`src/rtl/ufdx_pkg.sv`:
```
`timescale 1ns / 1ps

package ufdx_pkg;

    localparam logic [7:0] START_BYTE = 8'hFF;

    typedef enum logic [1:0] {
        KIND_PAYLOAD = 2'd0,
        KIND_END     = 2'd1,
        KIND_CTS     = 2'd2,
        KIND_LENERR  = 2'd3
    } kind_t;

    // one result beat
    typedef struct packed {
        kind_t      kind;
        logic [7:0] data;
        logic [7:0] byte_index;
        logic       check_ok;
    } res_t;

endpackage

```
`src/rtl/ufdx_parser.sv`:
```
`timescale 1ns / 1ps

module ufdx_parser import ufdx_pkg::*; #(
    parameter int MTU_BYTES = 100
) (
    input  logic       clk,
    input  logic       rst_n,
    input  logic       max_length_we,
    input  logic [7:0] max_length_wdata,
    input  logic       byte_valid,
    input  logic [7:0] byte_in,
    output logic       res_valid,
    output res_t       res
);

    typedef enum logic [1:0] {
        PH_HUNT  = 2'd0,
        PH_LEN   = 2'd1,
        PH_DATA  = 2'd2,
        PH_CHECK = 2'd3
    } phase_t;

    phase_t     phase_reg, phase_next;
    logic [7:0] max_length_reg;
    logic [7:0] frame_length_reg, frame_length_next;
    logic [7:0] bytes_seen_reg, bytes_seen_next;
    logic [7:0] running_xor_reg, running_xor_next;

    always_comb
    begin
        phase_next        = phase_reg;
        frame_length_next = frame_length_reg;
        bytes_seen_next   = bytes_seen_reg;
        running_xor_next  = running_xor_reg;
        res_valid         = 1'b0;
        res.kind          = KIND_PAYLOAD;
        res.data          = byte_in;
        res.byte_index    = 8'd0;
        res.check_ok      = 1'b0;
        case (phase_reg)
            PH_HUNT:
            begin
                if (byte_in == START_BYTE)
                begin
                    running_xor_next = START_BYTE;
                    phase_next       = PH_LEN;
                end
            end
            PH_LEN:
            begin
                frame_length_next = byte_in;
                bytes_seen_next   = 8'd0;
                if (byte_in == 8'd0)
                begin
                    phase_next = PH_HUNT;
                    res_valid  = 1'b1;
                    res.kind   = KIND_CTS;
                end
                else if (byte_in > max_length_reg)
                begin
                    phase_next = PH_HUNT;
                    res_valid  = 1'b1;
                    res.kind   = KIND_LENERR;
                end
                else
                begin
                    running_xor_next = running_xor_reg ^ byte_in;
                    phase_next       = PH_DATA;
                end
            end
            PH_DATA:
            begin
                res_valid        = 1'b1;
                res.byte_index   = bytes_seen_reg;
                running_xor_next = running_xor_reg ^ byte_in;
                bytes_seen_next  = bytes_seen_reg + 8'd1;
                if (bytes_seen_next == frame_length_reg)
                    phase_next = PH_CHECK;
            end
            default:
            begin
                res_valid    = 1'b1;
                res.kind     = KIND_END;
                res.data     = frame_length_reg;
                res.check_ok = (byte_in == running_xor_reg);
                phase_next   = PH_HUNT;
            end
        endcase
        if (!byte_valid)
        begin
            res_valid = 1'b0;
        end
    end

    always_ff @(posedge clk or negedge rst_n)
    begin
        if (!rst_n)
        begin
            phase_reg        <= PH_HUNT;
            max_length_reg   <= 8'(MTU_BYTES);
            frame_length_reg <= 8'd0;
            bytes_seen_reg   <= 8'd0;
            running_xor_reg  <= 8'd0;
        end
        else
        begin
            if (max_length_we)
                max_length_reg <= max_length_wdata;
            if (byte_valid)
            begin
                phase_reg        <= phase_next;
                frame_length_reg <= frame_length_next;
                bytes_seen_reg   <= bytes_seen_next;
                running_xor_reg  <= running_xor_next;
            end
        end
    end

endmodule

```
`src/rtl/ufdx_skid.sv`:
```
`timescale 1ns / 1ps

module ufdx_skid import ufdx_pkg::*; (
    input  logic clk,
    input  logic rst_n,
    input  logic up_valid,
    input  res_t up_res,
    output logic up_full,
    output logic out_valid,
    input  logic out_stall,
    output res_t out_res
);

    logic out_valid_reg;
    res_t out_res_reg;
    logic skid_valid_reg;
    res_t skid_res_reg;
    logic out_take;

    assign out_take  = out_valid_reg && !out_stall;
    assign up_full   = skid_valid_reg;
    assign out_valid = out_valid_reg;
    assign out_res   = out_res_reg;

    // payload registers carry no reset
    always_ff @(posedge clk)
    begin
        if (skid_valid_reg)
        begin
            if (out_take)
                out_res_reg <= skid_res_reg;
        end
        else if (up_valid)
        begin
            if (!out_valid_reg || out_take)
                out_res_reg <= up_res;
            else
                skid_res_reg <= up_res;
        end
    end

    always_ff @(posedge clk or negedge rst_n)
    begin
        if (!rst_n)
        begin
            out_valid_reg  <= 1'b0;
            skid_valid_reg <= 1'b0;
        end
        else if (skid_valid_reg)
        begin
            if (out_take)
                skid_valid_reg <= 1'b0;
        end
        else if (up_valid)
        begin
            if (!out_valid_reg || out_take)
                out_valid_reg <= 1'b1;
            else
                skid_valid_reg <= 1'b1;
        end
        else if (out_take)
        begin
            out_valid_reg <= 1'b0;
        end
    end

endmodule

```
`src/rtl/uart_frame_deframer_xor_top.sv`:
```
`timescale 1ns / 1ps

// Length-prefixed frame deframer with XOR check byte.
// Input channel: one received byte per beat on rx_byte, in_valid / in_stall.
// Output channel: one result per beat on kind, data, byte_index, check_ok,
//   out_valid / out_stall. kind: payload byte, frame end, clear-to-send,
//   length error. Hunting bytes and the length byte of a good frame give
//   no result.
// max_length is written with max_length_we / max_length_wdata; the user must
//   write it only while idle, which the block itself does not enforce.
// Throughput: one byte per cycle while in_stall is low; the parser state
//   update is a single 8-bit XOR, compare and increment between registers.
// Stall: the output register plus a one-entry skid stage absorb a stalled
//   receiver; in_stall rises only once the skid stage holds a beat, so it
//   is a plain register output with no path from out_stall.
// Reset (rst_n low, async): parser back to hunting, running XOR, length and
//   count cleared, max_length back to MTU_BYTES, both output stages empty.
// No clearing pass; the block takes bytes from the first cycle after reset.

module uart_frame_deframer_xor_top import ufdx_pkg::*; #(
    parameter int MTU_BYTES = 100
) (
    input  logic       clk,
    input  logic       rst_n,
    input  logic       max_length_we,
    input  logic [7:0] max_length_wdata,
    input  logic       in_valid,
    output logic       in_stall,
    input  logic [7:0] rx_byte,
    output logic       out_valid,
    input  logic       out_stall,
    output logic [1:0] kind,
    output logic [7:0] data,
    output logic [7:0] byte_index,
    output logic       check_ok
);

    logic in_take;
    logic res_valid;
    res_t res;
    res_t out_res;

    // a byte is taken whenever the skid stage is free
    assign in_take = in_valid && !in_stall;

    ufdx_parser #(
        .MTU_BYTES(MTU_BYTES)
    ) u_parser (
        .clk              (clk),
        .rst_n            (rst_n),
        .max_length_we    (max_length_we),
        .max_length_wdata (max_length_wdata),
        .byte_valid       (in_take),
        .byte_in          (rx_byte),
        .res_valid        (res_valid),
        .res              (res)
    );

    ufdx_skid u_skid (
        .clk       (clk),
        .rst_n     (rst_n),
        .up_valid  (res_valid),
        .up_res    (res),
        .up_full   (in_stall),
        .out_valid (out_valid),
        .out_stall (out_stall),
        .out_res   (out_res)
    );

    assign kind       = out_res.kind;
    assign data       = out_res.data;
    assign byte_index = out_res.byte_index;
    assign check_ok   = out_res.check_ok;

endmodule

```
`config.mk`:
```
export PLATFORM = sky130hd
export DESIGN_NAME = uart_frame_deframer_xor_top
export DESIGN_NICKNAME = d
export VERILOG_FILES = /design/src/rtl/ufdx_pkg.sv /design/src/rtl/ufdx_parser.sv /design/src/rtl/ufdx_skid.sv /design/src/rtl/uart_frame_deframer_xor_top.sv
export SDC_FILE = /design/constraint.sdc
export NUM_CORES = 1
export LEC_CHECK = 0
export BUFFER_PORTS_ARGS = -buffer_cell sky130_fd_sc_hd__buf_2
export CAP_MARGIN = 20
export CORE_ASPECT_RATIO = 1.5
export CORE_UTILIZATION = 60
export CTS_CLUSTER_DIAMETER = 120
export DETAILED_ROUTE_END_ITERATION = 8
export GPL_ROUTABILITY_DRIVEN = 0
export PLACE_DENSITY_LB_ADDON = 0.08
export SLEW_MARGIN = 10
export SYNTH_ARGS = -nofsm -noshare
export SYNTH_HDL_FRONTEND = slang
export SYNTH_SLANG_ARGS = --single-unit
export TNS_END_PERCENT = 100
```
`constraint.sdc`:
```
create_clock -name clk -period 9.4 [get_ports clk]
set_clock_uncertainty 0.05 [all_clocks]
set_input_delay 0.94 -clock clk [delete_from_list [all_inputs] [get_ports clk]]
set_output_delay 0.94 -clock clk [all_outputs]
set_load 0.01 [all_outputs]
```
==> results.sh, run 1 <==
export IMPL_hold_viol=0
export IMPL_rows=35
export IMPL_cts_resized_gates=0
export IMPL_grt_antenna_before_repair=0
export IMPL_nets=402
export IMPL_synth_avg_cell_area_um2=11.75
export IMPL_max_stage_delay_ns=0.47
export IMPL_p_per_area_nw_per_um2=303.5
export IMPL_crit_slowest_cell="o21ai_2"
export IMPL_combPwrFrac_pct=38.2
export IMPL_route_detailed_drc=0
export IMPL_power_switching_mw=0.4775
export IMPL_die_y_um=101.1
export IMPL_cts_setup_buffers=0
export IMPL_ys_async_sr_fraction_pct=48.65
export IMPL_p_seq_share_pct=41.2
export IMPL_start_kind="primary input"
export IMPL_startpoint="rx_byte[3]"
export IMPL_yosysUniqueCellTypes=55
export IMPL_end_kind="register"
export IMPL_io_pins=42
export IMPL_cts_made_buffers=9
export IMPL_drtAntennaViolNets=0
export IMPL_critical_path_cell_chain="buf_2 > ha_1 > and2_1 > o21ai_0 > and4bb_2 > o21ai_2 > o211ai_1 > a21boi_1 > buf_4"
export IMPL_grt_max_degree=37
export IMPL_rsz0062_at_grt="false"
export IMPL_critPathArrivalTime_ns=3.07
export IMPL_crit_end="u_skid.out_res[4]$_DFFE_PP_"
export IMPL_clk_pin_slew_ns=0.07
export IMPL_clkPwrFrac_pct=20.6
export IMPL_synth_most_common_cell="edfxtp_1"
export IMPL_initial_core_util_pct=63.12
export IMPL_drt_total_wl_um=7928
export IMPL_drv_slew=0
export IMPL_fmax_mhz=323.1
export IMPL_peakVddDrop_mv=0.1932
export IMPL_yosys_top_cells_area="edfxtp_1, dfrtp_1, mux2_2, ha_1, xnor2_1"
export IMPL_ys_warn_count=0
export IMPL_cp_required_ns=9.38
export IMPL_grt_overflow=0
export IMPL_synth_top_cell_area_share_pct=29.07
export IMPL_slew_headroom_pct=44.03
export IMPL_intPower_mw=0.8409
export IMPL_ys_seq_elements=74
export IMPL_tritoncts="done"
export IMPL_fin_tns_setup_ns=0
export IMPL_clock_path_buffers=2
export IMPL_drt_iter0_markers=197
export IMPL_io_buffers=41
export IMPL_die_w_um=68.04
export IMPL_final_setup_viol_count=0
export IMPL_drtPass1Iterations=4
export IMPL_gr_usage_all_layers_pct=26.40
export IMPL_r2r_slack_ns=6.54
export IMPL_wl_per_cell_um=17.78
export IMPL_diodes=0
export IMPL_worst_path_stages=9
export IMPL_critPathBufInv=2
export IMPL_outcome="finished, final reports clean"
export IMPL_leakage_nw=1.794
export IMPL_synth_seq_area_share_pct=52.12
export IMPL_syn_inst=334
export IMPL_place_hpwl_um=5789
export IMPL_maxCapViolations=0
export IMPL_swShare_pct=36.22
export IMPL_tightestPinTransition_ns=0.8396
export IMPL_hp_class="reg2reg"
export IMPL_postSynthNetCount=369
export IMPL_r2r_start="u_parser.max_length_reg[2]$_DFFE_PN1P_"
export IMPL_critPathTopFamily="compound AO/OA/AOI/OAI gates"
export IMPL_synth_top_area_cell="edfxtp_1"
export IMPL_ff2ff_path_depth=9
export IMPL_synth_main_ff_cell="edfxtp_1"
export IMPL_clk_latency_ns=0.35
export IMPL_fin_util_pct=69.86
export IMPL_drive_gt1_share_pct=31.45
export IMPL_clockRootBuffer="clkbuf_8"
export IMPL_htree_levels=3
export IMPL_fin_crit_sh_pct=32.92
export IMPL_period_needed_ns=3.095
export IMPL_cp_max_fo=19
export IMPL_criticalPathCategory="in2reg"
export IMPL_clock_sinks=74
export IMPL_syn_area_um2=3925
export IMPL_viasPerCell=5.944
export IMPL_cts_hold_buf=0
export IMPL_core_um2=6218
export IMPL_reg2reg_to="u_skid.out_res[4]$_DFFE_PP_"
export IMPL_grt_pass1_vias=2692
export IMPL_grt_pass1_wl_um=12990
export IMPL_area_growth_pct=10.68
export IMPL_yosys_top_cells_count="edfxtp_1, mux2_2, dfrtp_1"
export IMPL_via_count=2651
export IMPL_die_area_um2=6876
export IMPL_synth_edf_count=38
-- logic make-up after synthesis --
kind of cell	count (synthesis)	share of synthesized area [%]
compound gates	61	12.21
xor+xnor	18	4.017
fa+ha+maj	14	4.463
buf+inv	41	4.686
flops	74	52.12
mux	35	10.01
simple gates	91	12.50
-- worst min-delay path by stage --
stage | from | endpoint | slack (ns) | cells after the start
CTS | u_parser.max_length_reg[6]$_DFFE_PN1P_ | u_parser.max_length_reg[6]$_DFFE_PN1P_ | 0.46 | 2
detailed placement | u_parser.max_length_reg[6]$_DFFE_PN1P_ | u_parser.max_length_reg[6]$_DFFE_PN1P_ | 0.45 | 2
global route | u_parser.max_length_reg[6]$_DFFE_PN1P_ | u_parser.max_length_reg[6]$_DFFE_PN1P_ | 0.48 | 2
floorplan | u_parser.max_length_reg[5]$_DFFE_PN1P_ | u_parser.max_length_reg[5]$_DFFE_PN1P_ | 0.43 | 2
finish | u_parser.max_length_reg[6]$_DFFE_PN1P_ | u_parser.max_length_reg[6]$_DFFE_PN1P_ | 0.46 | 2
global placement | u_parser.max_length_reg[6]$_DFFE_PN1P_ | u_parser.max_length_reg[6]$_DFFE_PN1P_ | 0.46 | 2
-- power by group through the flow --
stage               clock (mW)  sequential [mW]  combinational [mW]
floorplan                    0            0.548               0.363
global placement             0            0.543               0.491
detailed placement           0            0.550               0.502
CTS                      0.275            0.543               0.507
global route             0.291            0.557               0.555
finish                   0.271            0.543               0.504
-- routing by layer --
metal	track usage [%]	vias to the layer above	part of all wire (%)
li1	-	1276	-
met1	29.46	1277	39
met2	46.30	76	54
met3	6.222	22	3.6
met4	11.22	0	3.2
met5	0	-	0
-- stage by stage --
step	power, mW	hold slack (ns)	std cells	area, um^2	worst slack, ns
after floorplan	0.9118	0.4276	334	3925	5.803
after global placement	1.034	0.4573	430	4129	6.032
after detailed placement	1.052	0.4482	430	4129	5.997
after CTS	1.325	0.4631	446	4344	6.346
after global routing	1.403	0.4779	446	4344	6.094
final	1.318	0.4575	446	4344	6.305
-- final cells by class --
cell class,count,area [um^2]
Sequential cell,74,2046
Fill cell,464,1874
Multi-Input combinational cell,219,1695
Timing Repair Buffer,43,220.2
Clock buffer,10,127.6
Tap cell,74,92.59
Clock inverter,6,87.58
Inverter,20,75.07
-- tightest hold or removal path: stages (launching register included) --
cell	delay [ns]
dfstp_2	0.36
inv_1	0.06
o21ai_0	0.08
-- cell usage in the layout, fill, tap and decap left out, types with 8 or more instances in the layout --
cell,instances
a211oi_1,9
nand2_1,30
ha_1,14
nand3_1,10
mux2_2,34
a211oi_2,8
inv_1,19
edfxtp_1,38
and2_1,8
nor3b_1,8
clkbuf_8,9
o21ai_0,17
dfrtp_1,33
xnor2_1,15
buf_2,41
No activity file was read; power rests on OpenSTA's default activity.
==> run 2: changes to the inputs <==
--- a/config.mk
+++ b/config.mk
@@ -8,7 +8,7 @@
 export BUFFER_PORTS_ARGS = -buffer_cell sky130_fd_sc_hd__buf_2
 export CAP_MARGIN = 20
 export CORE_ASPECT_RATIO = 1.5
-export CORE_UTILIZATION = 60
+export CORE_UTILIZATION = 59
 export CTS_CLUSTER_DIAMETER = 120
 export DETAILED_ROUTE_END_ITERATION = 8
 export GPL_ROUTABILITY_DRIVEN = 0
==> constraint.sdc (replaced) <==
create_clock -name clk -period 2.9 [get_ports clk]
set_clock_uncertainty 0.05 [all_clocks]
set_input_delay 0.29 -clock clk [delete_from_list [all_inputs] [get_ports clk]]
set_output_delay 0.29 -clock clk [all_outputs]
set_load 0.01 [all_outputs]
==> run 2 against run 1 <==
Hold slack worse by 0.36 ns. Cell area grew 3.3%. Setup slack got worse by 6.1 ns. Sequential share of layout area is 1.5 points lower. Core utilization shrank 0.16 points. Count of clock-buffer cells in the layout unchanged. Via count down 0.19%. Flip-flop and latch count is the same. Register-to-register slack got worse by 6.4 ns. Non-clock buffer count grew 12. Final cell count up 3.1%. Wire length shrank 1.9%.
==> results.sh, run 2 (synthesis gave the netlist of run 1 again) <==
export IMPL_io_buffers=41
export IMPL_cp_required_ns=2.84
export IMPL_p_per_area_nw_per_um2=977.2
export IMPL_criticalPathCategory="reg2reg"
export IMPL_drive_gt1_share_pct=33.59
export IMPL_die_area_um2=6989
export IMPL_clock_sinks=74
export IMPL_fin_crit_sh_pct=93.95
export IMPL_cp_max_fo=19
export IMPL_power_mw=4.387
export IMPL_peakVddDrop_mv=0.6297
export IMPL_wl_per_cell_um=16.91
export IMPL_clockRootBuffer="clkbuf_8"
export IMPL_core_um2=6441
export IMPL_leakage_nw=1.864
export IMPL_grt_pass1_vias=2546
export IMPL_rows=36
export IMPL_gr_max_usage_layer="met2"
export IMPL_grt_overflow=0
export IMPL_drtAntennaViolNets=0
export IMPL_pre_cts_ws_ns=-0.1510
export IMPL_tightestPinTransition_ns=0.8347
export IMPL_die_w_um=68.60
export IMPL_layout_commonest_cell="buf_2"
export IMPL_die_y_um=101.9
export IMPL_grt_use_met1_pct=30.28
export IMPL_grt_max_degree=37
export IMPL_instances_no_fill=460
export IMPL_nets=414
export IMPL_diodes=0
export IMPL_slew_headroom_pct=44.35
export IMPL_maxCapViolations=0
export IMPL_via_count=2646
export IMPL_drtPass1Iterations=4
export IMPL_final_setup_viol_count=0
export IMPL_htree_levels=3
export IMPL_drt_iter0_markers=146
export IMPL_startpoint="u_parser.max_length_reg[5]$_DFFE_PN1P_"
export IMPL_use_met2_pct=41.63
export IMPL_drv_slew=0
export IMPL_cts_made_buffers=9
export IMPL_route_detailed_drc=0
export IMPL_final_setup_worst_slack_ns=0.1755
export IMPL_period_needed_ns=2.724
export IMPL_gr_usage_all_layers_pct=25.27
export IMPL_reg2reg_to="u_skid.skid_res_reg[6]$_DFFE_PP_"
export IMPL_drt_total_wl_um=7778
export IMPL_grt_antenna_before_repair=0
export IMPL_grt_use_met3_pct=6.808
export IMPL_r2r_slack_ns=0.18
export IMPL_tritoncts="done"
export IMPL_clock_path_buffers=2
export IMPL_hp_class="in2reg"
export IMPL_clk_latency_ns=0.35
export IMPL_ff2ff_path_depth=8
export IMPL_fin_tns_setup_ns=0
export IMPL_crit_end="u_skid.skid_res_reg[6]$_DFFE_PP_"
export IMPL_rsz0062_at_grt="false"
export IMPL_layout_common_cells="buf_2, edfxtp_1, mux2_2"
export IMPL_hold_viol=0
export IMPL_fmax_mhz=367.0
export IMPL_clk_pin_slew_ns=0.07
export IMPL_grt_pass1_wl_um=12560
export IMPL_io_pins=42
export IMPL_critPathArrivalTime_ns=2.67
export IMPL_r2r_start="u_parser.max_length_reg[5]$_DFFE_PN1P_"
export IMPL_place_inst=442
export IMPL_end_kind="register"
export IMPL_place_hpwl_um=5566
export IMPL_start_kind="register"
export IMPL_outcome="finished, final reports clean"
export IMPL_area_growth_pct=14.38
export IMPL_initial_core_util_pct=60.94
export IMPL_viasPerCell=5.752
-- run 2: worst max-delay path: stages, from the launching register on --
cell,delay (ns)
dfstp_2,0.52
inv_1,0.04
ha_1,0.28
a211oi_1,0.07
nor2_1,0.14
and4bb_2,0.27
o21ai_2,0.21
o211ai_1,0.26
nor2_4,0.51
-- run 2: power by group --
group / internal (mW) / switching, mW
Sequential: 1.52 / 0.237
Clock: 0.567 / 0.373
Combinational: 0.782 / 0.912
Total: 2.86 / 1.52
-- run 2: worst min path at each step --
stage                                   start                                       to  cells past startpoint
after floorplan                         rst_n   u_parser.bytes_seen_reg[0]$_DFFE_PN0P_                      0
after global placement                  rst_n  u_parser.running_xor_reg[4]$_DFFE_PN0P_                      1
after detailed placement                rst_n  u_parser.running_xor_reg[4]$_DFFE_PN0P_                      1
after CTS                 max_length_wdata[3]   u_parser.max_length_reg[3]$_DFFE_PN0P_                      3
after global routing      max_length_wdata[7]   u_parser.max_length_reg[7]$_DFFE_PN0P_                      3
final                     max_length_wdata[3]   u_parser.max_length_reg[3]$_DFFE_PN0P_                      3
-- run 2: final cells by class --
| type | count | area, um^2 |
|---|---|---|
| Tap cell | 76 | 95.09 |
| Sequential cell | 74 | 2046 |
| Clock buffer | 10 | 127.6 |
| Fill cell | 482 | 1952 |
| Inverter | 20 | 75.07 |
| Multi-Input combinational cell | 219 | 1714 |
| Clock inverter | 6 | 106.4 |
| Timing Repair Buffer | 55 | 325.3 |
-- run 2: per-layer routing --
layer	share of wire (%)	vias to the layer above
met4	3.0	0
li1	-	1297
met5	0	-
met1	41	1258
met3	3.9	21
met2	52	70
-- run 2: per-stage QoR --
| stage | util, % | cell area [um^2] | hold slack [ns] |
|---|---|---|---|
| 6_report | 69.70 | 4489 | 0.09396 |
| 5_1_grt | 69.70 | 4489 | 0.09319 |
| 3_5_place_dp | 65.40 | 4213 | 0.3851 |
| 3_3_place_gp | 65.40 | 4213 | 0.3807 |
| 4_1_cts | 69.39 | 4469 | 0.07798 |
| 2_1_floorplan | - | 3931 | -0.05559 |
-- run 2: timing repair --
action,4_1_cts,5_1_grt
hold buffers,1,0
setup endpoints to repair,24,19
endpoints found under the hold margin,4,0
setup buffers,0,1
gates resized for setup,2,0
cloned,0,0
pin swaps,0,1
==> run 3: changes to the inputs <==
--- a/config.mk
+++ b/config.mk
@@ -7,7 +7,7 @@
 export LEC_CHECK = 0
 export BUFFER_PORTS_ARGS = -buffer_cell sky130_fd_sc_hd__buf_2
 export CAP_MARGIN = 20
-export CORE_ASPECT_RATIO = 1.5
+export CORE_ASPECT_RATIO = 1.25
 export CORE_UTILIZATION = 59
 export CTS_CLUSTER_DIAMETER = 120
 export DETAILED_ROUTE_END_ITERATION = 8
==> run 3 against run 2 <==
The run now ends with hold timing left. Global-route usage fell by 1.1 points. Power is 2.0% higher. Fmax increased by 3.1%. Via count down 0.30%. Critical path type unchanged. Critical endpoint is now u_skid.skid_res_reg[12]$_DFFE_PP_. Highest routed layer unchanged.
==> results.sh, run 3 (synthesis gave the netlist of run 1 again) <==
export IMPL_cts_made_buffers=9
export IMPL_gr_usage_all_layers_pct=24.13
export IMPL_clock_path_buffers=2
export IMPL_place_inst=450
export IMPL_whs_ns=-0.01966
export IMPL_die_area_um2=6985
export IMPL_outcome="finished, violations left"
export IMPL_die_w_um=74.95
export IMPL_tightestPinTransition_ns=0.8299
export IMPL_layout_commonest_cell="buf_2"
export IMPL_rows=32
export IMPL_clock_sinks=74
export IMPL_dr_wl_met2_um=3623
export IMPL_final_setup_worst_slack_ns=0.2577
export IMPL_slew_headroom_pct=44.67
export IMPL_grt_pass1_wl_um=12540
export IMPL_wl_per_cell_um=15.53
export IMPL_htree_levels=3
export IMPL_area_growth_pct=15.21
export IMPL_rsz0062_at_grt="false"
export IMPL_clockRootBuffer="clkbuf_8"
export IMPL_pre_cts_ws_ns=-0.06600
export IMPL_grt_overflow=0
export IMPL_core_um2=6286
export IMPL_cp_required_ns=2.83
export IMPL_final_setup_viol_count=0
export IMPL_grt_antenna_before_repair=0
export IMPL_fin_tns_setup_ns=0
export IMPL_layout_common_cells="buf_2, edfxtp_1, mux2_2"
export IMPL_route_detailed_drc=0
export IMPL_combPwrFrac_pct=37.6
export IMPL_criticalPathCategory="reg2reg"
export IMPL_initial_core_util_pct=62.44
export IMPL_highest_layer="met4"
export IMPL_nets=413
export IMPL_diodes=0
export IMPL_swShare_pct=33.78
export IMPL_io_pins=42
export IMPL_place_hpwl_um=5110
export IMPL_drtAntennaViolNets=0
export IMPL_fin_crit_sh_pct=91.11
export IMPL_drive_gt1_share_pct=33.94
export IMPL_instances_no_fill=468
export IMPL_p_seq_share_pct=38.8
export IMPL_hold_viol=29
export IMPL_fin_util_pct=71.93
export IMPL_start_kind="register"
export IMPL_fmax_mhz=378.5
export IMPL_die_y_um=93.19
export IMPL_peakVddDrop_mv=0.5076
export IMPL_fillers=471
export IMPL_tritoncts="done"
export IMPL_clk_latency_ns=0.35
export IMPL_violations="hold timing"
export IMPL_end_kind="register"
export IMPL_clk_pin_slew_ns=0.09
export IMPL_maxCapViolations=0
export IMPL_period_needed_ns=2.642
export IMPL_r2r_slack_ns=0.26
export IMPL_wl_met3_um=265
export IMPL_cp_max_fo=19
export IMPL_wl_met1_um=3259
export IMPL_via_count=2638
export IMPL_leakage_nw=1.877
export IMPL_hp_class="in2async"
export IMPL_viasPerCell=5.637
export IMPL_power_switching_mw=1.511
export IMPL_io_buffers=41
export IMPL_grt_pass1_vias=2625
export IMPL_drv_slew=0
export IMPL_drtPass1Iterations=4
export IMPL_intPower_mw=2.963
export IMPL_grt_max_degree=37
export IMPL_clkPwrFrac_pct=23.6
export IMPL_power_mw=4.474
export IMPL_placed_cell_area_um2=4217
export IMPL_drt_total_wl_um=7268
export IMPL_drt_iter0_markers=221
export IMPL_final_area_um2=4522
export IMPL_p_per_area_nw_per_um2=989.4
export IMPL_critPathArrivalTime_ns=2.57
run 3: final timing paths:
path                                                        start                                      end  cells after the start
setup / recovery           u_parser.max_length_reg[2]$_DFFE_PN1P_        u_skid.skid_res_reg[12]$_DFFE_PP_                      9
max in group asynchronous                                   rst_n   u_parser.bytes_seen_reg[5]$_DFFE_PN0P_                      1
setup reg to reg           u_parser.max_length_reg[2]$_DFFE_PN1P_        u_skid.skid_res_reg[12]$_DFFE_PP_                      9
hold / removal                                              rst_n  u_parser.running_xor_reg[6]$_DFFE_PN0P_                      1
min in group clk                              max_length_wdata[3]   u_parser.max_length_reg[3]$_DFFE_PN0P_                      3
hold reg to reg            u_parser.max_length_reg[6]$_DFFE_PN1P_   u_parser.max_length_reg[6]$_DFFE_PN1P_                      2
run 3: per-layer routing:
metal / global-route usage (%) / vias to the layer above
li1: - / 1294
met1: 31.92 / 1257
met2: 39.49 / 75
met3: 4.634 / 12
met4: 7.862 / 0
met5: 0 / -
run 3: critical path: stages, from the launching register on:
cell,delay [ns]
dfstp_2,0.52
inv_1,0.05
ha_1,0.26
and2_1,0.16
o21ai_0,0.09
and4bb_2,0.25
o21ai_2,0.19
o211ai_1,0.12
buf_4,0.17
nor2_4,0.42
run 3: timing repair:
item	4_1_cts	5_1_grt
gates resized for setup	0	2
setup endpoints to repair	38	38
hold buffers	0	0
buffers inserted	0	2
pin swaps	0	3
run 3: final cells by class:
| type | instances | area [um^2] | area share [%] |
|---|---|---|---|
| clock inverters | 6 | 137.6 | 3.044 |
| flip-flops and latches | 74 | 2046 | 45.24 |
| repair buffers | 54 | 315.3 | 6.973 |
| inverters | 20 | 75.07 | 1.660 |
| clock buffers | 10 | 127.6 | 2.822 |
| multi-input cells | 219 | 1714 | 37.91 |
| well taps | 85 | 106.4 | 2.352 |
run 3: power groups by stage:
| stage | registers, mW | clock network, mW | logic, mW |
|---|---|---|---|
| detailed placement | 1.76 | 0 | 1.62 |
| global route | 1.79 | 1.11 | 1.89 |
| CTS | 1.74 | 1.07 | 1.63 |
| floorplan | 1.78 | 0 | 1.18 |
| global placement | 1.75 | 0 | 1.59 |
| finish | 1.74 | 1.06 | 1.68 |
